### src/rtl/alto_pkg.sv
// ----------------------------------------------------------------------------
// alto_pkg
// Shared types, constants and the microcode program for the asymmetric leaky
// integrator with threshold-linear output.
// ----------------------------------------------------------------------------
`default_nettype none

package alto_pkg;

   // number formats
   localparam int DATA_WIDTH  = 32;
   localparam int FRAC_BITS   = 16;
   localparam int COEFF_FRAC  = 16;
   localparam int COEFF_WIDTH = COEFF_FRAC + 1;
   localparam int DRIVE_WIDTH = 31;
   localparam int OUT_WIDTH   = 31;
   localparam int CAP_WIDTH   = 31;

   // multiplier operand and product widths
   localparam int MUL_A_WIDTH = DATA_WIDTH + 2;
   localparam int MUL_B_WIDTH = DATA_WIDTH;
   localparam int PROD_WIDTH  = MUL_A_WIDTH + MUL_B_WIDTH;

   // serial divider: the quotient of (excite << FRAC_BITS) / (1.0 + inhibit)
   // is below 2^DRIVE_WIDTH, so only that many quotient bits are developed
   localparam int DIV_BITS    = DRIVE_WIDTH;
   localparam int CNT_WIDTH   = $clog2(DIV_BITS);

   // configuration register indexes
   localparam int CSR_INDEX_WIDTH = 3;
   typedef enum logic [CSR_INDEX_WIDTH-1:0] {
      CSR_RISE_COEFF      = 3'd0,
      CSR_FALL_COEFF      = 3'd1,
      CSR_THRESHOLD_LEVEL = 3'd2,
      CSR_AMPLITUDE_SLOPE = 3'd3,
      CSR_OUTPUT_BIAS     = 3'd4,
      CSR_RAMP_INCREMENT  = 3'd5,
      CSR_OUTPUT_CAP      = 3'd6,
      CSR_CONTROL_GAIN    = 3'd7
   } csr_index_type;

   // payloads
   typedef struct packed {
      logic [DRIVE_WIDTH-1:0] excite_drive;
      logic [DRIVE_WIDTH-1:0] inhibit_drive;
   } req_payload_type;

   typedef struct packed {
      logic [OUT_WIDTH-1:0] output_value;
      logic                 above_threshold;
   } rsp_payload_type;

   // datapath operations
   typedef enum logic [4:0] {
      OP_NOP,
      OP_WAIT,
      OP_DIV,
      OP_QUOT,
      OP_MUL_RISE,
      OP_MUL_FALL,
      OP_UP,
      OP_ACT,
      OP_THR,
      OP_MUL_SLOPE,
      OP_MRES,
      OP_ADD_BIAS,
      OP_ADD_RAMP,
      OP_MUL_GAIN,
      OP_CLAMP,
      OP_ZERO,
      OP_EMIT
   } op_type;

   // jump conditions
   typedef enum logic [2:0] {
      JC_NONE,
      JC_ALWAYS,
      JC_NO_REQ,
      JC_DIV_LOOP,
      JC_NOT_ABOVE,
      JC_OUT_BUSY
   } jcond_type;

   // program steps
   localparam int STEP_WIDTH = 5;
   typedef logic [STEP_WIDTH-1:0] step_type;

   localparam step_type STEP_WAIT      = 5'd0;
   localparam step_type STEP_DIV       = 5'd1;
   localparam step_type STEP_QUOT      = 5'd2;
   localparam step_type STEP_MUL_RISE  = 5'd3;
   localparam step_type STEP_MUL_FALL  = 5'd4;
   localparam step_type STEP_UP        = 5'd5;
   localparam step_type STEP_ACT       = 5'd6;
   localparam step_type STEP_THR       = 5'd7;
   localparam step_type STEP_MUL_SLOPE = 5'd8;
   localparam step_type STEP_MRES_A    = 5'd9;
   localparam step_type STEP_ADD_BIAS  = 5'd10;
   localparam step_type STEP_ADD_RAMP  = 5'd11;
   localparam step_type STEP_MUL_GAIN  = 5'd12;
   localparam step_type STEP_MRES_B    = 5'd13;
   localparam step_type STEP_CLAMP     = 5'd14;
   localparam step_type STEP_ZERO      = 5'd15;
   localparam step_type STEP_EMIT      = 5'd16;
   localparam step_type STEP_RETURN    = 5'd17;

   typedef struct packed {
      op_type    op;
      jcond_type jcond;
      step_type  target;
   } ucode_word_type;

   // microcode rom: a taken jump goes to target, otherwise to the next step
   function automatic ucode_word_type ucode_rom(input step_type step);
      ucode_word_type w;
      case (step)
         STEP_WAIT:      w = '{OP_WAIT,      JC_NO_REQ,    STEP_WAIT};
         STEP_DIV:       w = '{OP_DIV,       JC_DIV_LOOP,  STEP_DIV};
         STEP_QUOT:      w = '{OP_QUOT,      JC_NONE,      STEP_WAIT};
         STEP_MUL_RISE:  w = '{OP_MUL_RISE,  JC_NONE,      STEP_WAIT};
         STEP_MUL_FALL:  w = '{OP_MUL_FALL,  JC_NONE,      STEP_WAIT};
         STEP_UP:        w = '{OP_UP,        JC_NONE,      STEP_WAIT};
         STEP_ACT:       w = '{OP_ACT,       JC_NONE,      STEP_WAIT};
         STEP_THR:       w = '{OP_THR,       JC_NOT_ABOVE, STEP_ZERO};
         STEP_MUL_SLOPE: w = '{OP_MUL_SLOPE, JC_NONE,      STEP_WAIT};
         STEP_MRES_A:    w = '{OP_MRES,      JC_NONE,      STEP_WAIT};
         STEP_ADD_BIAS:  w = '{OP_ADD_BIAS,  JC_NONE,      STEP_WAIT};
         STEP_ADD_RAMP:  w = '{OP_ADD_RAMP,  JC_NONE,      STEP_WAIT};
         STEP_MUL_GAIN:  w = '{OP_MUL_GAIN,  JC_NONE,      STEP_WAIT};
         STEP_MRES_B:    w = '{OP_MRES,      JC_NONE,      STEP_WAIT};
         STEP_CLAMP:     w = '{OP_CLAMP,     JC_ALWAYS,    STEP_EMIT};
         STEP_ZERO:      w = '{OP_ZERO,      JC_NONE,      STEP_WAIT};
         STEP_EMIT:      w = '{OP_EMIT,      JC_OUT_BUSY,  STEP_EMIT};
         STEP_RETURN:    w = '{OP_NOP,       JC_ALWAYS,    STEP_WAIT};
         default:        w = '{OP_NOP,       JC_ALWAYS,    STEP_WAIT};
      endcase
      return w;
   endfunction

endpackage

`default_nettype wire

### src/rtl/asymmetric_leaky_threshold_output.sv
// ----------------------------------------------------------------------------
// asymmetric_leaky_threshold_output
// Leaky integrator with separate rise and fall coefficients and a
// threshold-linear output, run by a small microcoded sequencer.
// ----------------------------------------------------------------------------
//
// Usage
//   req_*  : one tick per transfer, excitatory and inhibitory drive (unsigned Q15.16).
//   rsp_*  : exactly one result per tick, output value and above-threshold flag.
//   csr_*  : register writes, index 0..7, always ready; write only while idle.
// Timing
//   A result is loaded into the output register after its transfer has passed
//   through the bit-serial divider forming excite / (1 + inhibit) and the
//   microcode steps on the shared multiplier; fewer steps run when the
//   activation does not end above threshold. A new tick is taken only after
//   the result is loaded, so the work on two ticks does not overlap.
// Reset
//   Synchronous active-high reset clears activation, time ramp and the valid
//   flag of the output register, restores register defaults (slope and gain
//   1.0, the rest zero) and restarts the program at its wait step.
// Back-pressure
//   A result waits in the output register while rsp_ready is low; the next
//   tick is taken and worked on meanwhile, and holds at its emit step until
//   the output register is free.
// ----------------------------------------------------------------------------
`default_nettype none

module asymmetric_leaky_threshold_output
   import alto_pkg::*;
(
   input  wire logic                       clock,
   input  wire logic                       reset,
   input  wire logic                       req_valid,
   output logic                            req_ready,
   input  wire req_payload_type            req_data,
   output logic                            rsp_valid,
   input  wire logic                       rsp_ready,
   output rsp_payload_type                 rsp_data,
   input  wire logic                       csr_valid,
   output logic                            csr_ready,
   input  wire logic [CSR_INDEX_WIDTH-1:0] csr_index,
   input  wire logic [DATA_WIDTH-1:0]      csr_data
);

   localparam logic signed [PROD_WIDTH-1:0] DATA_MAX_W =
      PROD_WIDTH'((PROD_WIDTH'(1) << (DATA_WIDTH - 1)) - 1);
   localparam logic signed [PROD_WIDTH-1:0] DATA_MIN_W = -DATA_MAX_W - 1;
   localparam logic [COEFF_WIDTH-1:0] COEFF_ONE = COEFF_WIDTH'(1) << COEFF_FRAC;
   localparam logic [DATA_WIDTH-1:0]  FIX_ONE   = DATA_WIDTH'(1) << FRAC_BITS;

   // saturate a wide signed value into the data range
   function automatic logic signed [DATA_WIDTH-1:0] sat(
      input logic signed [PROD_WIDTH-1:0] v);
      logic signed [DATA_WIDTH-1:0] r;
      if (v > DATA_MAX_W) begin
         r = DATA_MAX_W[DATA_WIDTH-1:0];
      end else if (v < DATA_MIN_W) begin
         r = DATA_MIN_W[DATA_WIDTH-1:0];
      end else begin
         r = v[DATA_WIDTH-1:0];
      end
      return r;
   endfunction

   // scale a product down, truncating toward zero, then saturate
   function automatic logic signed [DATA_WIDTH-1:0] mres(
      input logic signed [PROD_WIDTH-1:0] p,
      input logic                         coeff_scale);
      logic signed [PROD_WIDTH-1:0] adj;
      logic signed [PROD_WIDTH-1:0] shifted;
      if (coeff_scale) begin
         adj     = p + ((p < 0) ? PROD_WIDTH'((PROD_WIDTH'(1) << COEFF_FRAC) - 1) : '0);
         shifted = adj >>> COEFF_FRAC;
      end else begin
         adj     = p + ((p < 0) ? PROD_WIDTH'((PROD_WIDTH'(1) << FRAC_BITS) - 1) : '0);
         shifted = adj >>> FRAC_BITS;
      end
      return sat(shifted);
   endfunction

   // configuration registers
   logic [COEFF_WIDTH-1:0]       rise_coeff_ff;
   logic [COEFF_WIDTH-1:0]       fall_coeff_ff;
   logic signed [DATA_WIDTH-1:0] threshold_ff;
   logic signed [DATA_WIDTH-1:0] slope_ff;
   logic signed [DATA_WIDTH-1:0] bias_ff;
   logic signed [DATA_WIDTH-1:0] ramp_inc_ff;
   logic [CAP_WIDTH-1:0]         cap_ff;
   logic signed [DATA_WIDTH-1:0] gain_ff;

   // sequencer
   step_type       pc_ff, pc_in;
   ucode_word_type uword;
   logic           jump;

   // divider
   logic [DATA_WIDTH-1:0]  rem_ff, rem_in;
   logic [DIV_BITS-1:0]    quo_ff, quo_in;
   logic [DATA_WIDTH-1:0]  den_ff, den_in;
   logic [CNT_WIDTH-1:0]   cnt_ff, cnt_in;
   logic [DATA_WIDTH:0]    trial;

   // datapath
   logic signed [DATA_WIDTH-1:0]  act_ff, act_in;
   logic signed [DATA_WIDTH-1:0]  ramp_ff, ramp_in;
   logic signed [DATA_WIDTH-1:0]  s_ff, s_in;
   logic signed [MUL_A_WIDTH-1:0] d_ff, d_in;
   logic signed [PROD_WIDTH-1:0]  prod_ff, prod_in;
   logic signed [DATA_WIDTH-1:0]  m_ff, m_in;
   logic signed [DATA_WIDTH-1:0]  up_ff, up_in;
   logic signed [DATA_WIDTH-1:0]  t_ff, t_in;
   logic [OUT_WIDTH-1:0]          res_ff, res_in;
   logic                          flag_ff, flag_in;
   logic signed [MUL_A_WIDTH-1:0] mul_a;
   logic signed [MUL_B_WIDTH-1:0] mul_b;
   logic signed [PROD_WIDTH-1:0]  mul_p;
   logic [COEFF_WIDTH-1:0]        rise_c;
   logic [COEFF_WIDTH-1:0]        fall_c;
   logic                          above;

   // output register
   logic            rsp_valid_ff, rsp_valid_in;
   rsp_payload_type rsp_data_ff, rsp_data_in;
   logic            out_busy;

   assign uword     = ucode_rom(pc_ff);
   assign req_ready = (uword.op == OP_WAIT);
   assign csr_ready = 1'b1;
   assign rsp_valid = rsp_valid_ff;
   assign rsp_data  = rsp_data_ff;
   assign out_busy  = rsp_valid_ff & ~rsp_ready;
   assign above     = (act_ff > threshold_ff);

   // coefficients above one act as one
   assign rise_c = (rise_coeff_ff > COEFF_ONE) ? COEFF_ONE : rise_coeff_ff;
   assign fall_c = (fall_coeff_ff > COEFF_ONE) ? COEFF_ONE : fall_coeff_ff;

   // shared multiplier operand select
   always_comb begin
      mul_a = d_ff;
      mul_b = MUL_B_WIDTH'(rise_c);
      case (uword.op)
         OP_MUL_RISE:  begin
            mul_a = d_ff;
            mul_b = MUL_B_WIDTH'(rise_c);
         end
         OP_MUL_FALL:  begin
            mul_a = d_ff;
            mul_b = MUL_B_WIDTH'(fall_c);
         end
         OP_MUL_SLOPE: begin
            mul_a = MUL_A_WIDTH'(sat(PROD_WIDTH'(d_ff)));
            mul_b = slope_ff;
         end
         OP_MUL_GAIN:  begin
            mul_a = MUL_A_WIDTH'(t_ff);
            mul_b = gain_ff;
         end
         default: ;
      endcase
   end

   assign mul_p = PROD_WIDTH'(mul_a) * PROD_WIDTH'(mul_b);

   // restoring divide step
   assign trial = {rem_ff, quo_ff[DIV_BITS-1]} - {1'b0, den_ff};

   // jump condition and next step
   always_comb begin
      case (uword.jcond)
         JC_NONE:      jump = 1'b0;
         JC_ALWAYS:    jump = 1'b1;
         JC_NO_REQ:    jump = ~req_valid;
         JC_DIV_LOOP:  jump = (cnt_ff != '0);
         JC_NOT_ABOVE: jump = ~above;
         JC_OUT_BUSY:  jump = out_busy;
         default:      jump = 1'b1;
      endcase
      pc_in = jump ? uword.target : pc_ff + step_type'(1);
   end

   // datapath controlled by the current control word
   always_comb begin
      rem_in       = rem_ff;
      quo_in       = quo_ff;
      den_in       = den_ff;
      cnt_in       = cnt_ff;
      act_in       = act_ff;
      ramp_in      = ramp_ff;
      s_in         = s_ff;
      d_in         = d_ff;
      prod_in      = prod_ff;
      m_in         = m_ff;
      up_in        = up_ff;
      t_in         = t_ff;
      res_in       = res_ff;
      flag_in      = flag_ff;
      rsp_data_in  = rsp_data_ff;
      rsp_valid_in = rsp_valid_ff & ~rsp_ready;
      case (uword.op)
         // load the divider on transfer
         OP_WAIT: begin
            if (req_valid) begin
               rem_in = DATA_WIDTH'(req_data.excite_drive[DRIVE_WIDTH-1:DIV_BITS-FRAC_BITS]);
               quo_in = {req_data.excite_drive[DIV_BITS-FRAC_BITS-1:0],
                         {FRAC_BITS{1'b0}}};
               den_in = FIX_ONE + DATA_WIDTH'(req_data.inhibit_drive);
               cnt_in = CNT_WIDTH'(DIV_BITS - 1);
            end
         end
         // one quotient bit per step
         OP_DIV: begin
            if (!trial[DATA_WIDTH]) begin
               rem_in = trial[DATA_WIDTH-1:0];
               quo_in = {quo_ff[DIV_BITS-2:0], 1'b1};
            end else begin
               rem_in = {rem_ff[DATA_WIDTH-2:0], quo_ff[DIV_BITS-1]};
               quo_in = {quo_ff[DIV_BITS-2:0], 1'b0};
            end
            cnt_in = cnt_ff - CNT_WIDTH'(1);
         end
         OP_QUOT: begin
            s_in = sat(PROD_WIDTH'(quo_ff));
            d_in = MUL_A_WIDTH'(act_ff) - MUL_A_WIDTH'(quo_ff);
         end
         OP_MUL_RISE: begin
            prod_in = mul_p;
         end
         OP_MUL_FALL: begin
            m_in    = mres(prod_ff, 1'b1);
            prod_in = mul_p;
         end
         OP_UP: begin
            up_in = sat(PROD_WIDTH'(s_ff) + PROD_WIDTH'(m_ff));
            m_in  = mres(prod_ff, 1'b1);
         end
         // rise step if it does not lower the activation, else fall step
         OP_ACT: begin
            act_in = (up_ff >= act_ff) ? up_ff : sat(PROD_WIDTH'(s_ff) + PROD_WIDTH'(m_ff));
         end
         OP_THR: begin
            flag_in = above;
            d_in    = MUL_A_WIDTH'(act_ff) - MUL_A_WIDTH'(threshold_ff);
            ramp_in = above ? sat(PROD_WIDTH'(ramp_ff) + PROD_WIDTH'(ramp_inc_ff)) : '0;
         end
         OP_MUL_SLOPE: begin
            prod_in = mul_p;
         end
         OP_MRES: begin
            m_in = mres(prod_ff, 1'b0);
         end
         OP_ADD_BIAS: begin
            t_in = sat(PROD_WIDTH'(m_ff) + PROD_WIDTH'(bias_ff));
         end
         OP_ADD_RAMP: begin
            t_in = sat(PROD_WIDTH'(t_ff) + PROD_WIDTH'(ramp_ff));
         end
         OP_MUL_GAIN: begin
            prod_in = mul_p;
         end
         // clamp at zero and at the cap when set
         OP_CLAMP: begin
            if (m_ff < 0) begin
               res_in = '0;
            end else if ((cap_ff != '0) && (OUT_WIDTH'(m_ff) > cap_ff)) begin
               res_in = cap_ff;
            end else begin
               res_in = OUT_WIDTH'(m_ff);
            end
         end
         OP_ZERO: begin
            res_in = '0;
         end
         OP_EMIT: begin
            if (!out_busy) begin
               rsp_data_in.output_value    = res_ff;
               rsp_data_in.above_threshold = flag_ff;
               rsp_valid_in                = 1'b1;
            end
         end
         default: ;
      endcase
   end

   // control and state registers
   always_ff @(posedge clock) begin
      if (reset) begin
         pc_ff         <= STEP_WAIT;
         act_ff        <= '0;
         ramp_ff       <= '0;
         rsp_valid_ff  <= 1'b0;
         rise_coeff_ff <= '0;
         fall_coeff_ff <= '0;
         threshold_ff  <= '0;
         slope_ff      <= FIX_ONE;
         bias_ff       <= '0;
         ramp_inc_ff   <= '0;
         cap_ff        <= '0;
         gain_ff       <= FIX_ONE;
      end else begin
         pc_ff        <= pc_in;
         act_ff       <= act_in;
         ramp_ff      <= ramp_in;
         rsp_valid_ff <= rsp_valid_in;
         // register write transfer
         if (csr_valid && csr_ready) begin
            case (csr_index_type'(csr_index))
               CSR_RISE_COEFF:      rise_coeff_ff <= csr_data[COEFF_WIDTH-1:0];
               CSR_FALL_COEFF:      fall_coeff_ff <= csr_data[COEFF_WIDTH-1:0];
               CSR_THRESHOLD_LEVEL: threshold_ff  <= csr_data;
               CSR_AMPLITUDE_SLOPE: slope_ff      <= csr_data;
               CSR_OUTPUT_BIAS:     bias_ff       <= csr_data;
               CSR_RAMP_INCREMENT:  ramp_inc_ff   <= csr_data;
               CSR_OUTPUT_CAP:      cap_ff        <= csr_data[CAP_WIDTH-1:0];
               CSR_CONTROL_GAIN:    gain_ff       <= csr_data;
               default: ;
            endcase
         end
      end
   end

   // payload registers
   always_ff @(posedge clock) begin
      rem_ff      <= rem_in;
      quo_ff      <= quo_in;
      den_ff      <= den_in;
      cnt_ff      <= cnt_in;
      s_ff        <= s_in;
      d_ff        <= d_in;
      prod_ff     <= prod_in;
      m_ff        <= m_in;
      up_ff       <= up_in;
      t_ff        <= t_in;
      res_ff      <= res_in;
      flag_ff     <= flag_in;
      rsp_data_ff <= rsp_data_in;
   end

endmodule

`default_nettype wire

### config.mk
export PLATFORM = sky130hd
export DESIGN_NAME = asymmetric_leaky_threshold_output
export DESIGN_NICKNAME = d
export VERILOG_FILES = /design/src/rtl/alto_pkg.sv /design/src/rtl/asymmetric_leaky_threshold_output.sv
export SDC_FILE = /design/constraint.sdc
export NUM_CORES = 2
export LEC_CHECK = 0
export BUFFER_PORTS_ARGS = -buffer_cell sky130_fd_sc_hd__buf_2
export CORE_MARGIN = 4
export CORE_UTILIZATION = 66
export CTS_CLUSTER_SIZE = 40
export DETAILED_ROUTE_END_ITERATION = 10
export PLACE_DENSITY = 0.83
export SLEW_MARGIN = 30
export SYNTH_ARGS = -nofsm -noshare
export SYNTH_HDL_FRONTEND = slang
export SYNTH_SLANG_ARGS = --single-unit
### constraint.sdc
create_clock -name clock -period 12.75 [get_ports clock]
set_input_delay 0.6375 -clock clock [delete_from_list [all_inputs] [get_ports clock]]
set_output_delay 0.6375 -clock clock [all_outputs]
set_load 0.01 [all_outputs]
Word level (Yosys, flattened, before mapping):

Memories as Yosys holds them, arrays and structs flattened. A register that Yosys moved wholly into a read port is not among the register bits.
Cells that the tools add are included.

* output and inout bits: 35
* memories: 1
* ROM bits: 416
* flip-flop bits (word level): 686
* word-level logic and storage cells: 161
* input bits: 102

* reductions and logical operators: 22
* order comparisons: 23
* add/sub/neg operators: 11
* bitwise operators: 5
* equality and inequality tests: 28
* muxes and demuxes: 44
* multipliers: 1

Memory list
* (no name shown): depth 32, bits a word 13, read ports 1, clocked after Yosys merged registers in 1, wr ports 0, RTL line alto_pkg.sv:116 `case (step)`

Operator list (count)
* $mux W32: 20
* $gt A66 B32 Y1 const B: 3
* $lt A66 B32 Y1 const B: 3
* $mux W66: 3
* $pmux W32 S3: 2
* $pmux W34 S2: 2
* $add A32 B32 Y33: 4
* $gt A33 B32 Y1 const B: 4
* $lt A33 B32 Y1 const B: 4
* $pmux W32 S2: 2
* $pmux W31 S2: 2
* $mux W31: 3
* $add A66 B16 Y66: 1
* $lt A66 B1 Y1 const B: 1
* $mul A34 B32 Y66: 1
* $sub A32 B32 Y33: 2
* $eq A5 B4 Y1 const B: 8
* $gt A17 B17 Y1 const B: 2
* $gt A34 B32 Y1 const B: 1
* $lt A34 B32 Y1 const B: 1
* $mux W17: 2
* $sub A33 B32 Y33: 1
* $add A17 B31 Y32 const A: 1
* $ge A32 B32 Y1: 1
* 28 further kinds: 60

Depth between registers and ports, before layout:

* depth after elaboration: 8
* gate-level depth with buffers: 39
* gate-level depth less buffers: 34

Worst setup path before layout:

No wires, ideal clock.

* kind: register -> register
* from: register uword[9] (netlist name)
* to: register prod_ff[65], data pin
* setup slack: 3.284 ns
* arrival: 9.205 ns
* library setup time: 0.262 ns
* buffers on the path: 4
* period minus slack after synthesis: 9.466 ns
* cell stages (with the launch flop): 36
* data required time: 12.488 ns
* path through: dfxtp_1 clkbuf_1 nor2_1 nand2_1 or2_2 clkbuf_1 buf_2 nor2_1 nor2_1 a221oi_1 clkbuf_1 nor2_1 fa_1 fa_1 fa_1 inv_1 fa_1 inv_1 fa_1 fa_1 fa_1 inv_1 fa_1 inv_1 ha_1 a2111oi_0 o31ai_1 o21ai_0 o21ai_0 a22oi_1 nand3_1 a221o_1 a22o_1 a221oi_2 o31ai_1 xnor2_1

* word-level cells in the longest chain between the ends: 3
* elaborated cells on any way between the ends: 6
* classes of those cells: 1 x mul; 3 x eq/ne; 2 x mux

Ends and longest elaborated chain
* $eq A5 B4 Y1 or $eq A5 B3 Y1 (tied branches): RTL line asymmetric_leaky_threshold_output.sv:142 `case (uword.op)`
* $pmux W32 S3 or $pmux W34 S2 (tied branches): RTL line asymmetric_leaky_threshold_output.sv:142
* $mul A34 B32 Y66 (*): RTL line asymmetric_leaky_threshold_output.sv:163 `assign mul_p = PROD_WIDTH'(mul_a) * PROD_WIDTH'(mul_b);`
* named net mul_p[65]: RTL line asymmetric_leaky_threshold_output.sv:116 `logic signed [PROD_WIDTH-1:0] mul_p;`
* end signal, assigned: RTL line asymmetric_leaky_threshold_output.sv:330 `prod_ff <= prod_in;`
* end, declared: RTL line asymmetric_leaky_threshold_output.sv:108 `logic signed [PROD_WIDTH-1:0] prod_ff, prod_in;`

The timed path passes the listed nets; every way through them passes the cells marked *.
A chain may end at the register's enable or synchronous reset.

Final worst setup path:

* from: register uword[9] (netlist name)
* to: register prod_ff[60], data pin

* word-level cells in the longest chain between the ends: 3
* elaborated cells on any way between the ends: 6
* classes of those cells: 1 x mul; 3 x eq/ne; 2 x mux

Ends and longest elaborated chain (RTL line)
* $eq A5 B4 Y1 or $eq A5 B3 Y1 (tied branches): asymmetric_leaky_threshold_output.sv:142
* $pmux W32 S3 or $pmux W34 S2 (tied branches): asymmetric_leaky_threshold_output.sv:142
* $mul A34 B32 Y66 (*): asymmetric_leaky_threshold_output.sv:163
* named net mul_p[60]: asymmetric_leaky_threshold_output.sv:116

Marked as above.

==> impl_metrics.csv <==
group,metric,value,unit
global_routing,grt_pass1_wl,389000,um
timing,slew_viol_final,0,
finish,final_cell_area,82900,sq um
status,status,"finished clean",
synthesis,syn-mean-instance-area,8.94,sq um
global_routing,grt_max_degree,116,
drt,first_iter_violations,7295,
finish,syn_to_final_growth,6.38,%
clock_tree,cts_tree,"done",
global_routing,grt.overflow.total,0,
timing,tightestPinTransition,1.13,ns
timing,period_share,91.9,%
synthesis,synth.distinct_cells,97,
synthesis,ys_ff_latch,696,
synthesis,syn_nets,10400,
timing,period_needed,11.71,ns
hold_path,min_path_type,"input port to flip-flop",
timing,grt_setup_unrepaired,"no",
placed_design,dp_hpwl,199000,um
floorplan,num_rows,125,
finish,drive_gt1_share,6.18,%
drt,wl_per_cell,24.9,um
drt,drc,0,
floorplan,ioPinCount,137,
worst_setup_path,cp.depth,32,
floorplan,dieArea,124000,sq um
timing,slew_headroom,24.6,%
placed_design,placed_cells,10100,
placed_design,port_buffers,135,
worst_setup_path,crit_top_cell,"fa_1",
timing,fin_setup_tns,0,ns
clock_tree,h-tree-depth,3,
global_routing,grt_pass1_vias,65100,
synthesis,synth_edf_count,390,
timing,fin_skew,0.0308,ns
clock_tree,numCtsBuffers,73,
clock_tree,cts_root_buf,"clkbuf_16",
clock_tree,hold_buffers,0,
clock_tree,clock_latency,0.65,ns
finish,final_nets,10400,
floorplan,core_area,117000,sq um
clock_tree,clock_sinks,696,
drt,ant_nets,0,
synthesis,synthCells,8721,
placed_design,gp_congestion,1.06,
synthesis,synth_ff_type,"edfxtp_1",
finish,final_cells,10300,
floorplan,start_util,66.8,%
floorplan,die_h,352,um
global_routing,globalRouteTotalUtil,41.9,%
worst_setup_path,critPathBufInv,5,
worst_setup_path,crit_required,13.12,ns
hold_path,min_path_cells,1,
drt,detailroute.via_count,64700,
worst_setup_path,worstPathMaxFanout,33,
worst_setup_path,path_class,"flip-flop to flip-flop",
clock_tree,clk_pin_slew_worst_paths,0.07,ns
flow_run,timing.max_cap.violations,0,
worst_setup_path,critical-path-top-delay-family,"adder cells",
synthesis,yosysWarnings,0,
clock_tree,post_cts_buffers,0,
drt,first_pass_iters,7,
timing,max_freq,0.0854,GHz
placed_design,placedInstanceArea,80400,sq um
worst_setup_path,r2r_cells,32,
drt,via_per_inst,6.31,
worst_setup_path,setup.worst_path.start_class,"flip-flop",
synthesis,ys_seq_area_share,22.9,%
timing,setup_viol,0,
clock_tree,cts_buffer_depth,3,
floorplan,die_w,352,um
synthesis,async_flop_share,0,%
finish,most-common-layout-cells,"nand2_1 (1422), inv_1 (1325), fa_1 (1127), nor2_1 (791), a21oi_1 (552)",
worst_setup_path,arrival,12.08,ns
finish,layout_commonest_cell,"nand2_1",
worst_setup_path,slowest_stage,"o21a_1",
worst_setup_path,rrSetupSlack,1.04,ns
finish,num-fill-cells,8907,
clock_tree,post_cts_resize_count,0,
worst_setup_path,cp_slowest_stage_delay,0.83,ns
timing,finalHoldViolCount,0,
synthesis,syn-cell-area,78000,sq um
drt,routed_wl,255000,um
worst_setup_path,cp-end-kind,"flip-flop",
global_routing,antenna_found_initial,12,
## path summary, 6_finish.rpt
| kind | start | end |
|---|---|---|
| max | uword[9]$_SDFF_PP0_ | prod_ff[60]$_DFFE_PP_ |
| min | req_data[1] | den_ff[1]$_DFFE_PP_ |
| max reg2reg | uword[9]$_SDFF_PP0_ | prod_ff[60]$_DFFE_PP_ |
| min reg2reg | res_ff[0]$_SDFFCE_PP0P_ | rsp_data[1]$_DFFE_PP_ |
## state kept, by name, indices dropped and copies added (netlist names), 5 cells and up
name / cells
ramp_ff: 32
prod_ff: 66
t_ff: 32
pc_ff: 5
rsp_data: 32
ramp_inc_ff: 32
den_ff: 32
d_ff: 33
fall_coeff_ff: 17
threshold_ff: 32
rise_coeff_ff: 17
bias_ff: 32
up_ff: 32
cap_ff: 31
s_ff: 31
m_ff: 32
quo_ff: 31
act_ff: 32
rem_ff: 32
uword: 11
res_ff: 31
gain_ff: 32
slope_ff: 32
cnt_ff: 5
## synthesized netlist by cell type, types with 91 or more instances
library cell  count  area (sq um)
inv_1          1325          4970
o21ai_0         255          1280
xnor2_1         171          1500
a21o_1          159          1190
edfxtp_1        390         11700
o21a_1           91           683
xor2_1          122          1070
clkbuf_1        325          1220
dfxtp_1         306          6130
nand2_1        1424          5350
ha_1            495          6190
nand3_1         109           546
fa_1           1127         22600
nor2_1          801          3010
a21oi_1         555          2780
## worst reg2reg max path: cells and delay by family (launching register included)
kind | cells | cell delay [ns]
adder cells (fa/ha/maj) | 9 | 4.59
AO/OA/AOI/OAI | 11 | 3.87
AND/OR/NAND/NOR | 6 | 1.81
buffers and inverters | 5 | 0.64
flip-flops | 1 | 0.40
XOR/XNOR | 1 | 0.14
## per-stage QoR
| step | worst slack (ns) | hold slack (ns) | utilization (%) |
|---|---|---|---|
| 2_1_floorplan | 3.28 | 0.400 | - |
| 3_3_place_gp | 1.56 | 0.406 | 68.8 |
| 3_5_place_dp | 1.44 | 0.407 | 68.9 |
| 4_1_cts | 1.40 | 0.141 | 71.0 |
| 5_1_grt | 0.560 | 0.149 | 71.1 |
| 6_report | 1.04 | 0.173 | 71.1 |
## kinds of logic (layout without fill, tap and decap cells)
group	after synthesis	in the layout	share of synthesized area (%)
compound gates	1496	1496	12.3
xor+xnor	293	293	3.29
fa+ha+maj	1623	1623	36.9
buf+inv	1723	1733	8.42
flops	696	696	22.9
mux	71	71	0.915
other cells	1	10	0.00481
simple gates	2818	2818	15.3
## metal layers
| metal | up-vias | share of wire (%) | GRT usage, % |
|---|---|---|---|
| met2 | 3971 | 43 | 61.8 |
| met1 | 31700 | 36 | 54.2 |
| li1 | 28100 | - | - |
| met4 | 6 | 7.5 | 25.2 |
| met3 | 1024 | 13 | 13.6 |
| met5 | - | 0.016 | 0 |
## layout make-up
type | instances | area [sq um] | share of cell area (%)
multi-input cells | 6302 | 53900 | 65.0
flip-flops and latches | 696 | 17800 | 21.5
inverters | 1327 | 4980 | 6.01
clock buffers | 102 | 2180 | 2.62
well taps | 1524 | 1910 | 2.30
repair buffers | 272 | 1790 | 2.16
clock inverters | 32 | 304 | 0.367
diodes | 9 | 22.5 | 0.0272
Power is left out: the tool's default activity adds up to more than one toggle a clock period on the data nets, which glitch-free logic cannot reach.
